File: config.mk
export PLATFORM = sky130hd
export DESIGN_NAME = rrb_mem
export DESIGN_NICKNAME = d
export VERILOG_FILES = /design/src/rrb_pkg.sv /design/src/rrb_mem.sv
export SDC_FILE = /design/constraint.sdc
export NUM_CORES = 2
export LEC_CHECK = 0
export BUFFER_PORTS_ARGS = -buffer_cell sky130_fd_sc_hd__buf_2
export CAP_MARGIN = 10
export CORE_ASPECT_RATIO = 1.75
export CORE_MARGIN = 2
export CORE_UTILIZATION = 55
export CTS_BUF_LIST = sky130_fd_sc_hd__clkbuf_8
export DETAILED_ROUTE_END_ITERATION = 7
export PLACE_DENSITY_LB_ADDON = 0.3
export SYNTH_ARGS = -nofsm -noshare
export SYNTH_HDL_FRONTEND = slang
export SYNTH_SLANG_ARGS = --single-unit
File: constraint.sdc
create_clock -name clock -period 3.06 [get_ports clock]
set_input_delay 0.306 -clock clock [delete_from_list [all_inputs] [get_ports clock]]
set_output_delay 0.306 -clock clock [all_outputs]
set_load 0.1 [all_outputs]
File: src/rrb_pkg.sv
// ----------------------------------------------------------------------------
// rrb_pkg
// shared constants, codes and types of the receive ring buffer
// ----------------------------------------------------------------------------
package rrb_pkg;

   // field widths
   localparam int unsigned ACTION_W    = 3;
   localparam int unsigned BYTE_W      = 8;
   localparam int unsigned AMOUNT_W    = 9;
   localparam int unsigned FILL_W      = 9;
   localparam int unsigned RING_SIZE_W = 10;

   // configuration
   localparam int unsigned RING_DEPTH_DEFAULT = 512;
   localparam int unsigned RING_SIZE_RESET    = 512;
   localparam int unsigned RING_SIZE_MIN      = 2;

   // action codes
   localparam logic [ACTION_W-1:0] ACT_APPEND  = 3'd0;
   localparam logic [ACTION_W-1:0] ACT_PEEK    = 3'd1;
   localparam logic [ACTION_W-1:0] ACT_CONSUME = 3'd2;
   localparam logic [ACTION_W-1:0] ACT_COUNT   = 3'd3;
   localparam logic [ACTION_W-1:0] ACT_CLEAR   = 3'd4;

   typedef struct packed {
      logic [ACTION_W-1:0] action;
      logic [BYTE_W-1:0]   data_byte;
      logic [AMOUNT_W-1:0] amount;
   } req_type;

   typedef struct packed {
      logic [BYTE_W-1:0] read_byte;
      logic [FILL_W-1:0] fill_level;
      logic              dropped_oldest;
   } rsp_type;

   // memory port command
   typedef struct packed {
      logic wr_en;
      logic rd_en;
   } mem_cmd_type;

   typedef enum logic [2:0] {
      ST_CLEAR,
      ST_IDLE,
      ST_DIV,
      ST_READ,
      ST_EMIT
   } state_type;

endpackage

File: src/rrb_mem.sv
// ----------------------------------------------------------------------------
// rrb_mem
// single-port byte store, registered read data
// ----------------------------------------------------------------------------
module rrb_mem #(
   parameter int unsigned RING_DEPTH = rrb_pkg::RING_DEPTH_DEFAULT
) (
   input  logic                              clock,
   input  rrb_pkg::mem_cmd_type              mem_cmd,
   input  logic [$clog2(RING_DEPTH)-1:0]     mem_addr,
   input  logic [rrb_pkg::BYTE_W-1:0]        mem_wdata,
   output logic [rrb_pkg::BYTE_W-1:0]        mem_rdata
);
   import rrb_pkg::*;

   logic [BYTE_W-1:0] store_ff [RING_DEPTH];
   logic [BYTE_W-1:0] rdata_ff;

   always_ff @(posedge clock) begin
      if (mem_cmd.wr_en) begin
         store_ff[mem_addr] <= mem_wdata;
      end
      if (mem_cmd.rd_en) begin
         rdata_ff <= store_ff[mem_addr];
      end
   end

   assign mem_rdata = rdata_ff;

endmodule

Yosys cells after proc, flatten, opt, wreduce, memory -nomap -nowiden
Memory sizes are Yosys's and may differ from the RTL's. A register that Yosys moved wholly into a read port is not among the register bits. Cells that the tools add are included.

Muxes and demuxes: 2.

Operator list (count): $mux 1 (2).

Register bits: 0. Memories kept: 1. Input bits: 20. Logic and storage cells: 3. RAM bits: 4096.

Memory list: store_ff (words 512, width 8, rd ports 1, clocked after Yosys merged registers in 1, wr ports 1, line rrb_mem.sv:16) `logic [BYTE_W-1:0] store_ff [RING_DEPTH];`.

Logic depth before layout (Yosys ltp)
Depth after elaboration: 2. Gate-level depth with buffers: 13. Depth with buffers taken out: 7.

Worst setup path before layout
Ideal clock, no wire load.

Path type: input to register. Start point: input mem_addr[0]. End point: memory store_ff[463][0], enable pin. Path buffers: 8. Setup time: 0.370 ns. Arrival time: 2.384 ns. Stages: 10. Required time: 2.690 ns. Path slack: 0.305 ns. Path through: buf_6 -> buf_12 -> buf_6 -> buf_6 -> buf_4 -> buf_2 -> buf_2 -> nand4_1 -> clkbuf_1 -> nor2_1.

RTL lines: start, declared (line rrb_mem.sv:10) `input logic [$clog2(RING_DEPTH)-1:0] mem_addr,`; end, declared (line rrb_mem.sv:16).

Straight into the memory's write port.

==> summary.txt <==
Setup path
  • Maximum fanout encountered on the critical timing path: 1
  • CP required: 3.89 ns
  • Worst R2R End: mem_rdata[1]$_DFFE_PP_
  • CP Launch Type: register
  • Critical setup path kind: register to register
  • Worst stage delay on the critical path: 0.88 ns
  • Capturing element type of the critical path: register
  • Cells along the critical path: mux4_2, a22oi_2, buf_4, nand4_1, a2111oi_4, buf_4, nand4_1
  • Data arrival time of the critical path: about 4.1 ns
  • Setup slack of the worst register-to-register path: -0.19 ns
  • Number of cell instances on the worst register-to-register path: 7
  • Launch instance of the worst register-to-register path: store_ff[293][1]$_DFFE_PP_
  • Highest-delay cell along the critical path: a2111oi_4

Synthesis
  • Syn Inst Count: 7575
  • Combinational family with the most area after synthesis: multiplexers
  • Portion of synthesized cell area occupied by the leading cell type: approximately 78%
  • Synth Warn #: 0
  • Portion of the post-synthesis area used by sequential elements: between 70% and 80%
  • Async set-or-reset flop fraction in the synthesized netlist: 0%
  • Mapped cell area: between 150000 and 200000 µm²
  • Simple-gate share of the synthesized area: 2.735%
  • Synthesized netlist net count: 7595
  • Register bit count reported by yosys: 4104
  • Largest area contributor in the netlist: edfxtp_1
  • Post-synthesis share of cell area spent on xor and xnor gates: 0%
  • Portion of netlist area occupied by mux cells: roughly 14%
  • Dominant synthesized flop cell: edfxtp_1
  • Fraction of the mapped netlist area in compound gates: 3.424%
  • Number of distinct library cells after synthesis: 66
  • Area contributors post-synth: edfxtp_1 78%, mux4_2 12%, mux2i_1 2.7%
  • Adder-Cell Fraction of Synth Area: 0%
  • Mean cell area of the mapped netlist: around 21 µm²
  • Count of flip-flops with a built-in enable after synthesis: 4104

Job
  • Maximum Capacitance Violations: 0

Floorplanning
  • DIE HEIGHT: approximately 700 µm
  • Die W: 409.7 µm
  • Starting Density: a little under three fifths
  • Cell row count: 260
  • I/O pin cnt: 28
  • Overall die area: 292600 µm²
  • CORE AREA: around 290000 µm²

Layout
  • Multi-input gate area in the final layout: between 30000 and 40000 µm²
  • Post-layout net count: 9396
  • Number of non-filler instances in the completed layout: around 14000
  • Count of filler cells inserted in the layout: between 15000 and 20000
  • Sequential cell area: 123200 µm²
  • Post-synthesis to final-layout area growth: 17.88%
  • Most frequent cells in the layout: 4104 x edfxtp_1, 1514 x buf_4, 816 x mux4_2, 580 x clkbuf_8, 541 x nor2_1
  • Fraction of final layout cells with drive strength greater than 1: 34.31%
  • Most common cell after layout, fill and taps aside: edfxtp_1

Status
  • Violated checks: setup timing
  • Run status: finished with violations

Placement
  • Buffers added on ports: 27
  • # placed instances: around 13000
  • Final HPWL DP: 322400 µm
  • GPL Wtd Cong: around 1.1
  • Worst setup slack after placement: -1.495 ns

Route
  • Mean routed wirelength per cell: 34.24 µm
  • Drt first pass iters: 8
  • Initial DRC Count: about 11000
  • Via/cell ratio: 6.358
  • Remaining design rule violation count: 0
  • Vias post-DR: 86584
  • Remaining number of nets flagged by the antenna check after routing: 0
  • Total Wirelength: 466300 µm

CTS
  • Clock tree sinks: 4104
  • Cts bufs inserted: 564
  • Post-CTS clock slew at the launch and capture registers of the worst setup and hold paths: 0.08 ns
  • Clock buffer depth: 4
  • Setup Fix Bufs, Post-CTS: 0
  • Source-to-sink clock delay at the later pin of the worst-skew pair: ~1.1 ns
  • Buffer cell driving the clock tree root: clkbuf_8
  • H-tree levels: 6
  • TritonCTS clock tree: yes

Power and ir drop
  • Portion of total power attributed to sequential cells: 57.1%
  • Total power density per cell area: 581.0 nW/µm²
  • Lkg Pwr: 0.06244 µW
  • Cell internal pwr: 84060 µW
  • Combinational share of power: under 10%
  • IR drop worst, VDD: approximately 0.00045 V
  • Proportion of power drawn by the clock network: 37.1%
  • Net switching component of the power: 24450 µW
  • Switching Share: 22.53%

Worst hold path
  • Sink of the worst hold path: store_ff[193][7]$_DFFE_PP_
  • Start point of the worst hold path: mem_addr[6]
  • Worst hold path class: input port to register
  • Number of cells on the worst hold path: 5

STA
  • Setup Viol. Count Final: 4
  • Final-report hold violation count: 0
  • Relative max-transition margin: 5.844%
  • Fin Clk Skew: 0.08398 ns
  • Setup repair after global routing missed its margin: yes
  • Slew at the pin with the worst max-slew slack: 1.412 ns
  • Clock period minus worst slack: between 3 and 4 ns
  • Share of the clock period used by the worst path: 106.4%
  • Max-slew violation count: 0
  • Least setup slack across all paths after layout: -0.1945 ns
  • Fmax: 307.3 MHz

Global route
  • Remaining global-route overflow: 0
  • Antenna violations before repair: 24
  • GRT Total Usage: a little under a third
  • Number of global-route vias before repair: ~90000
  • Global-route wire length before repair: 653700 µm
  • Maximum number of pins on one net before global-route repair: 141
==> sequential cells by signal, indices dropped and copies added, names as in the netlist <==
| register | count |
|---|---|
| mem_rdata | 8 |
| store_ff | 4096 |
==> timing repair <==
item                                    4_1_cts  5_1_grt
resized for setup                            25        8
hold buffers                                  9        0
endpoints found under the setup margin        8        7
pin swaps                                     9        6
hold endpoints to repair                   1971        0
==> worst max path at each step <==
stage	start	endpoint	slack, ns
floorplan	mem_addr[0]	store_ff[463][0]$_DFFE_PP_	0.31
global placement	mem_addr[1]	mem_rdata[2]$_DFFE_PP_	-1.60
detailed placement	mem_addr[1]	mem_rdata[2]$_DFFE_PP_	-1.50
CTS	store_ff[263][1]$_DFFE_PP_	mem_rdata[1]$_DFFE_PP_	-0.04
global route	store_ff[293][1]$_DFFE_PP_	mem_rdata[1]$_DFFE_PP_	-0.11
finish	store_ff[293][1]$_DFFE_PP_	mem_rdata[1]$_DFFE_PP_	-0.19
==> worst max-delay path, delay by kind of cell (launching register included) <==
kind,cells,cell delay [ns]
AOI/OAI and AO/OA,2,1.05
DFF,1,0.38
buffers and inverters,2,0.44
muxes,1,0.47
and+or+nand+nor,2,0.66
==> cell families after synthesis <==
group | count (synthesis)
compound gates | 758
buf+inv | 487
flops | 4104
mux | 1268
simple gates | 958
==> power groups by stage <==
stage	sequential [µW]	combinational, µW	clock (µW)
after floorplan	63200	2580	0
after global placement	63100	6050	0
after detailed placement	63100	6170	0
after CTS	61900	6220	40700
after global routing	61900	6450	42800
final	61900	6290	40300
==> synthesized netlist by cell type, types with 22 or more instances <==
cell	instances
a211oi_1	36
a21oi_1	77
a221oi_1	91
a22o_1	47
a22oi_1	180
a31oi_1	76
a32oi_1	26
and3_1	25
buf_2	182
buf_4	56
buf_6	24
clkbuf_1	196
edfxtp_1	4104
mux2i_1	434
mux4_2	816
nand2_1	130
nand3_1	47
nand4_1	47
nor2_1	548
nor2b_1	25
nor3_1	22
nor4_1	38
o21ai_0	45
o22ai_1	118
==> final cells by class <==
| class | count | share of cell area [%] |
|---|---|---|
| sequential | 4104 | 65.98 |
| multi-input combinational | 2984 | 17.75 |
| timing repair buffer | 1718 | 8.072 |
| clock buffer | 580 | 4.274 |
| tap | 3799 | 2.545 |
| clock inverter | 411 | 1.344 |
| antenna | 18 | 0.02412 |
| inverter | 4 | 0.01072 |
==> through the flow <==
| stage | setup TNS [ns] | hold WS, ns | instance area, µm² | total power (µW) | utilization [%] |
|---|---|---|---|---|---|
| 2_1_floorplan | 0 | 0.4049 | 158400 | 65810 | - |
| 3_3_place_gp | -12.31 | 0.6434 | 175900 | 69190 | 61.39 |
| 3_5_place_dp | -12.03 | 0.6438 | 175900 | 69320 | 61.39 |
| 4_1_cts | -0.04367 | 0.04711 | 186700 | 108900 | 65.14 |
| 5_1_grt | -0.1859 | 0.1470 | 186700 | 111200 | 65.15 |
| 6_report | -0.3207 | 0.1587 | 186800 | 108500 | 65.17 |
==> metal layers <==
| metal | up-vias | global-route usage, % | share of wire (%) |
|---|---|---|---|
| li1 | 35389 | - | - |
| met1 | 44908 | 35.17 | 32 |
| met2 | 4932 | 54.06 | 51 |
| met3 | 1335 | 6.006 | 8.0 |
| met4 | 20 | 25.44 | 9.5 |
| met5 | - | 0 | 0.027 |
No activity file was read; power rests on OpenSTA's default activity.
