$ cat config.mk
export PLATFORM = sky130hd
export DESIGN_NAME = rrb_mod
export DESIGN_NICKNAME = d
export VERILOG_FILES = /design/src/rrb_pkg.sv /design/src/rrb_mod.sv
export SDC_FILE = /design/constraint.sdc
export NUM_CORES = 1
export LEC_CHECK = 0
export ABC_CLOCK_PERIOD_IN_PS = 3000
export CORE_AREA = 2 2 65 67
export DETAILED_ROUTE_END_ITERATION = 8
export DIE_AREA = 0 0 67 69
export DONT_BUFFER_PORTS = 1
export PLACE_DENSITY_LB_ADDON = 0.12
export SLEW_MARGIN = 5
export SYNTH_ARGS = -nofsm -noshare
export SYNTH_HDL_FRONTEND = slang
export SYNTH_SLANG_ARGS = --single-unit
$ cat constraint.sdc
create_clock -name clock -period 3 [get_ports clock]
set_clock_uncertainty 0.2 [all_clocks]
set_input_delay 0.6 -clock clock [delete_from_list [all_inputs] [get_ports clock]]
set_output_delay 0.6 -clock clock [all_outputs]
set_load 0.01 [all_outputs]
$ cat src/rrb_pkg.sv
// ----------------------------------------------------------------------------
// rrb_pkg
// shared constants, codes and types of the receive ring buffer
// ----------------------------------------------------------------------------
package rrb_pkg;

   // field widths
   localparam int unsigned ACTION_W    = 3;
   localparam int unsigned BYTE_W      = 8;
   localparam int unsigned AMOUNT_W    = 9;
   localparam int unsigned FILL_W      = 9;
   localparam int unsigned RING_SIZE_W = 10;

   // configuration
   localparam int unsigned RING_DEPTH_DEFAULT = 512;
   localparam int unsigned RING_SIZE_RESET    = 512;
   localparam int unsigned RING_SIZE_MIN      = 2;

   // action codes
   localparam logic [ACTION_W-1:0] ACT_APPEND  = 3'd0;
   localparam logic [ACTION_W-1:0] ACT_PEEK    = 3'd1;
   localparam logic [ACTION_W-1:0] ACT_CONSUME = 3'd2;
   localparam logic [ACTION_W-1:0] ACT_COUNT   = 3'd3;
   localparam logic [ACTION_W-1:0] ACT_CLEAR   = 3'd4;

   typedef struct packed {
      logic [ACTION_W-1:0] action;
      logic [BYTE_W-1:0]   data_byte;
      logic [AMOUNT_W-1:0] amount;
   } req_type;

   typedef struct packed {
      logic [BYTE_W-1:0] read_byte;
      logic [FILL_W-1:0] fill_level;
      logic              dropped_oldest;
   } rsp_type;

   // memory port command
   typedef struct packed {
      logic wr_en;
      logic rd_en;
   } mem_cmd_type;

   typedef enum logic [2:0] {
      ST_CLEAR,
      ST_IDLE,
      ST_DIV,
      ST_READ,
      ST_EMIT
   } state_type;

endpackage

$ cat src/rrb_mod.sv
// ----------------------------------------------------------------------------
// rrb_mod
// bit-serial remainder of amount by ring size, one amount bit per cycle
// ----------------------------------------------------------------------------
module rrb_mod #(
   parameter int unsigned RING_DEPTH = rrb_pkg::RING_DEPTH_DEFAULT
) (
   input  logic                                clock,
   input  logic                                reset,
   input  logic                                mod_start,
   input  logic [rrb_pkg::AMOUNT_W-1:0]        mod_amount,
   input  logic [$clog2(RING_DEPTH):0]         mod_size,
   output logic                                mod_done,
   output logic [$clog2(RING_DEPTH)-1:0]       mod_rem
);
   import rrb_pkg::*;

   localparam int unsigned PTR_W  = $clog2(RING_DEPTH);
   localparam int unsigned SIZE_W = PTR_W + 1;
   localparam int unsigned CNT_W  = $clog2(AMOUNT_W);

   logic [PTR_W-1:0]    rem_ff,  rem_in;
   logic [AMOUNT_W-1:0] amt_ff,  amt_in;
   logic [CNT_W-1:0]    cnt_ff,  cnt_in;
   logic                busy_ff, busy_in;
   logic                done_ff, done_in;
   logic [SIZE_W-1:0]   trial;

   always_comb begin
      rem_in  = rem_ff;
      amt_in  = amt_ff;
      cnt_in  = cnt_ff;
      busy_in = busy_ff;
      done_in = 1'b0;
      trial   = {rem_ff, amt_ff[AMOUNT_W-1]};
      if (mod_start) begin
         rem_in  = '0;
         amt_in  = mod_amount;
         cnt_in  = '0;
         busy_in = 1'b1;
      end else if (busy_ff) begin
         // restoring step, trial stays below twice the size
         if (trial >= mod_size) begin
            rem_in = PTR_W'(trial - mod_size);
         end else begin
            rem_in = PTR_W'(trial);
         end
         amt_in = {amt_ff[AMOUNT_W-2:0], 1'b0};
         cnt_in = cnt_ff + CNT_W'(1);
         if (cnt_ff == CNT_W'(AMOUNT_W - 1)) begin
            busy_in = 1'b0;
            done_in = 1'b1;
         end
      end
   end

   always_ff @(posedge clock) begin
      if (reset) begin
         busy_ff <= 1'b0;
         done_ff <= 1'b0;
      end else begin
         busy_ff <= busy_in;
         done_ff <= done_in;
      end
      rem_ff <= rem_in;
      amt_ff <= amt_in;
      cnt_ff <= cnt_in;
   end

   assign mod_done = done_ff;
   assign mod_rem  = rem_ff;

endmodule

Word level (Yosys, flattened, before mapping)
Index checks and enable logic that the tools add are counted.
{ "op_classes": {"n_addsub": 2, "order_cmp": 1, "n_eq_ne": 1, "n_mux": 7, "bitwise_logic": 1, "reduce_logical": 2} }
{ "ops": {"columns": ["op", "n"], "rows": [
  ["$mux 9", 3],
  ["$ge 10x10->1", 1],
  ["$sub 9x9->9", 1],
  ["$add 4x1->4 const B", 1],
  ["$eq 4x4->1 const B", 1],
  ["$mux 1", 4],
  ["$reduce_or 3->1", 1],
  ["$reduce_bool 2->1", 1],
  ["$not 1->1", 1]
]} }
{ "word_totals": {"regBits": 24, "in_bits": 22, "output_inout_bits": 10, "wordCells": 19} }

Logic depth before layout (Yosys ltp)
{ "depth": {"depth_word": 4, "ltp_mapped": 10, "mapped_depth_nobuf": 9} }

Least setup slack after synthesis
OpenSTA, ideal clock, no wires.
{ "synth_path": {"path_kind": "in2reg", "from": "input port mod_size[0]", "to": "register rem_ff[0] (netlist: mod_rem[0])", "setup_ns": 0.079, "arrival_time_ns": 2.267, "required_time_ns": 2.721, "setup_slack_ns": 0.454, "stages": 8, "path_buffers": 0, "path_cell_list": "ha_1 inv_1 fa_1 a21oi_1 a211oi_1 nor3_2 mux2_1 a211oi_2"} }
{ "synth_between": {"elab_chain_cells": 2, "word_cells_on_any_way": 3, "cone_classes": "add/sub: 1; order compare: 1; mux: 1"} }
{ "synth_lines": {"columns": ["item", "line_no", "source"], "rows": [
  ["start, declared", "rrb_mod.sv:12", "input logic [$clog2(RING_DEPTH):0] mod_size,"],
  ["$sub 9x9->9 or $ge 10x10->1 (tied branches)", "rrb_mod.sv:44, rrb_mod.sv:43", null],
  ["$mux 9 (*)", "rrb_mod.sv:43", "if (trial >= mod_size) begin"],
  ["end signal, assigned", "rrb_mod.sv:65", "rem_ff <= rem_in;"],
  ["end, declared", "rrb_mod.sv:22", "logic [PTR_W-1:0] rem_ff, rem_in;"]
]} }
Mark *: on every way between the ends. The rest lies on a longest branch, timed or not.
A chain may end at the register's enable or synchronous reset.

Final worst setup path
{ "layout_path": {"from": "register amt_ff[8]", "to": "register rem_ff[4] (netlist: mod_rem[4])"} }
{ "layout_between": {"elab_chain_cells": 2, "word_cells_on_any_way": 3, "cone_classes": "add/sub: 1; order compare: 1; mux: 1"} }
{ "layout_lines": {"columns": ["item", "line_no", "source"], "rows": [
  ["start, declared", "rrb_mod.sv:23", "logic [AMOUNT_W-1:0] amt_ff, amt_in;"],
  ["start signal, assigned", "rrb_mod.sv:66", "amt_ff <= amt_in;"],
  ["$sub 9x9->9 or $ge 10x10->1 (tied branches)", "rrb_mod.sv:44, rrb_mod.sv:43", null],
  ["$mux 9 (*)", "rrb_mod.sv:43", null]
]} }
Marks and branches as above.

==> results.sh <==
export IMPL_synth_top_area_share=0.198
export IMPL_path_max_fanout=12
export IMPL_ys_flop_type="dfxtp_1"
export IMPL_cts_root_buffer="clkbuf_8"
export IMPL_ir_drop_uv=204
export IMPL_core_area_um2=3910
export IMPL_cts_buffers=3
export IMPL_layout_min_cycle_time_ns=2.53
export IMPL_antenna_cells=0
export IMPL_portBuffers=0
export IMPL_gp_congestion=0.873
export IMPL_fin_nets=190
export IMPL_worst_setup_path_end_kind="flop"
export IMPL_via_per_inst=5.36
export IMPL_netlist_area_um2=1520
export IMPL_route_detailed_drc=0
export IMPL_critical_path_top_delay_family="adder cells"
export IMPL_dpl_worst_slack_ns=0.381
export IMPL_p_clk_frac=0.334
export IMPL_initial_core_util=0.387
export IMPL_seqPwrFrac=0.458
export IMPL_fin_cells=204
export IMPL_startpoint_type="flop"
export IMPL_worst_r2r_setup_slack_ns=0.47
export IMPL_post_cts_setup_buffer_count=0
export IMPL_arrival_ns=2.47
export IMPL_rsz0062_at_grt="no"
export IMPL_tightest_slew_ns=0.589
export IMPL_ys_warn_count=0
export IMPL_clk_path_buf_depth=2
export IMPL_required_ns=2.93
export IMPL_power_density_nw_per_um2=530
export IMPL_finalHoldViolCount=0
export IMPL_dp_cells=200
export IMPL_cp_num_buf_inv=3
export IMPL_ant_nets=0
export IMPL_synth_top_area_cell="dfxtp_1"
export IMPL_die_height_um=69
export IMPL_fp_row_count=23
export IMPL_drive_gt1_frac=0.156
export IMPL_gr_total_overflow=0
export IMPL_routed_wl_um=3050
export IMPL_grt_use_total=0.137
export IMPL_clk_pin_slew_ns=0.09
export IMPL_synth_ff_latch_count=24
export IMPL_worstRegToRegCells=10
export IMPL_placed_cell_area_um2=1560
export IMPL_fin_area_um2=1630
export IMPL_p_int_uw=633
export IMPL_setup_viol=0
export IMPL_die_area_um2=4620
export IMPL_wire_per_inst_um=14.9
export IMPL_maxCapViolCount=0
export IMPL_cts_resized_gates=0
export IMPL_worst_slack_ns=0.468
export IMPL_layout_common_cells="inv_1 (15), dfxtp_1 (15), nor2_1 (13)"
export IMPL_grt_pass1_vias=985
export IMPL_die_w_um=67
export IMPL_cpPeakStageDelay_ns=0.42
export IMPL_finalPower_uw=866
export IMPL_whs_endpoint="mod_rem[0]"
export IMPL_synth_distinct_cells=44
export IMPL_synthCells=155
export IMPL_finalSetupTns_ns=0
export IMPL_fin_crit_sh=0.844
export IMPL_ys_seq_area_frac=0.376
export IMPL_r2r_start="amt_ff[8]"
export IMPL_crit_slowest_cell="fa_1"
export IMPL_path_class="reg2reg"
export IMPL_swShare=0.269
export IMPL_critPathLaunch="amt_ff[8]"
export IMPL_drv_slew=0
export IMPL_hp_start="mod_start"
export IMPL_area_growth_syn_to_layout_pct=7.59
export IMPL_cts_max_level=1
export IMPL_io_pins=32
export IMPL_crit_chain="inv_1 > ha_1 > inv_1 > fa_1 > a21oi_1 > a211oi_1 > nor3_2 > buf_4 > mux2i_1 > a211oi_1"
export IMPL_hp_class="in2reg"
export IMPL_holdPathStages=1
export IMPL_clock_latency_ns=0.27
export IMPL_r2r_end="mod_rem[4]"
export IMPL_cts_hold_buf=0
export IMPL_synth_edf_count=9
export IMPL_synth_area_per_cell_um2=9.78
export IMPL_grt_max_degree=28
export IMPL_mappedNetlistNets=190
export IMPL_status="completed"
export IMPL_p_switching_uw=232
export IMPL_combinationalPowerShare=0.208
export IMPL_antenna_found_initial=0
export IMPL_drtIter0Drc=45
export IMPL_cts_sinks=24
export IMPL_cts_tree="yes"
export IMPL_dr_pass1_iters=4
export IMPL_grt_first_pass_wirelength_um=4860
export IMPL_async_reset_ff_frac=0
export IMPL_dpl_hpwl_um=2270
export IMPL_via_count=1094
export IMPL_yosys_top_cells_area="dfxtp_1 (20%), edfxtp_1 (18%), ha_1 (9.9%), mux2_2 (5.9%), mux2i_1 (4.0%)"
export IMPL_fmax_mhz=395
export IMPL_p_leak_nw=0.653
export IMPL_slew_headroom=0.607
sequential cells by signal (all words and copies together), names as in the netlist:
signal	cells
mod_done	1
mod_rem	9
cnt_ff	4
busy_ff	1
amt_ff	9
per-layer routing:
metal  wire (µm)  part of all wire  vias up  GRT usage
met2        1300              0.43       42      0.204
met4          49             0.016        0     0.0476
met1        1530              0.50      493      0.189
li1            -                 -      551          -
met3         168             0.055        8     0.0359
met5           0                 0        -          0
Yosys cell counts, drive strengths merged, types with 2 or more instances:
library cell and n:
xnor2 5, xor2 3, a21oi 12, nand3b 2, ha 12, clkbuf 6, nand4b 2, nor3b 2
inv 15, edfxtp 9, a311oi 2, o21ai 2, nor2 13, nand2 8, nand3 3, nor3 4
mux2i 6, nand4 2, a211oi 6, mux2 9, dfxtp 15, a31o 2
cell families after synthesis:
logic type	count (synthesis)	synth area share
fa+ha+maj	13	0.112
simple gates	44	0.161
flops	24	0.376
buf+inv	22	0.0594
mux	15	0.106
compound gates	29	0.139
xor+xnor	8	0.0462
power groups by stage:
stage          clock (mW)  combinational, mW  sequential, mW
2_1_floorplan           0              0.160           0.393
3_3_place_gp            0              0.177           0.404
3_5_place_dp            0              0.179           0.405
4_1_cts             0.297              0.179           0.398
5_1_grt             0.305              0.202           0.401
6_report            0.289              0.180           0.396
area by class of cell:
cell class	count	area (µm²)
Clock buffer	3	41.3
Clock inverter	1	30.0
Fill cell	401	2280
Inverter	15	56.3
Multi-Input combinational cell	109	856
Sequential cell	24	571
Tap cell	50	62.6
Timing Repair Buffer	2	15.0
worst register-to-register path: stages, from the launching register on:
cell      delay [ns]
edfxtp_1        0.39
inv_1           0.12
ha_1            0.17
inv_1           0.05
fa_1            0.42
a21oi_1         0.20
a211oi_1        0.11
nor3_2          0.21
buf_4           0.24
mux2i_1         0.21
a211oi_1        0.08
metrics by stage:
stage               hold slack, ns  utilization
floorplan                    0.278            -
global placement             0.300        0.399
detailed placement           0.298        0.399
CTS                          0.174        0.417
global route                 0.170        0.417
finish                       0.184        0.417
how the worst max path moves through the flow:
stage                      end  slack (ns)  cells past startpoint
floorplan           mod_rem[0]        0.45                      8
detailed placement  mod_rem[3]        0.38                      9
finish              mod_rem[4]        0.47                     10
global placement    mod_rem[4]        0.45                      9
global route        mod_rem[6]        0.32                     10
CTS                 mod_rem[4]        0.46                     10
Note: power is estimated with default switching activity, not from simulation.
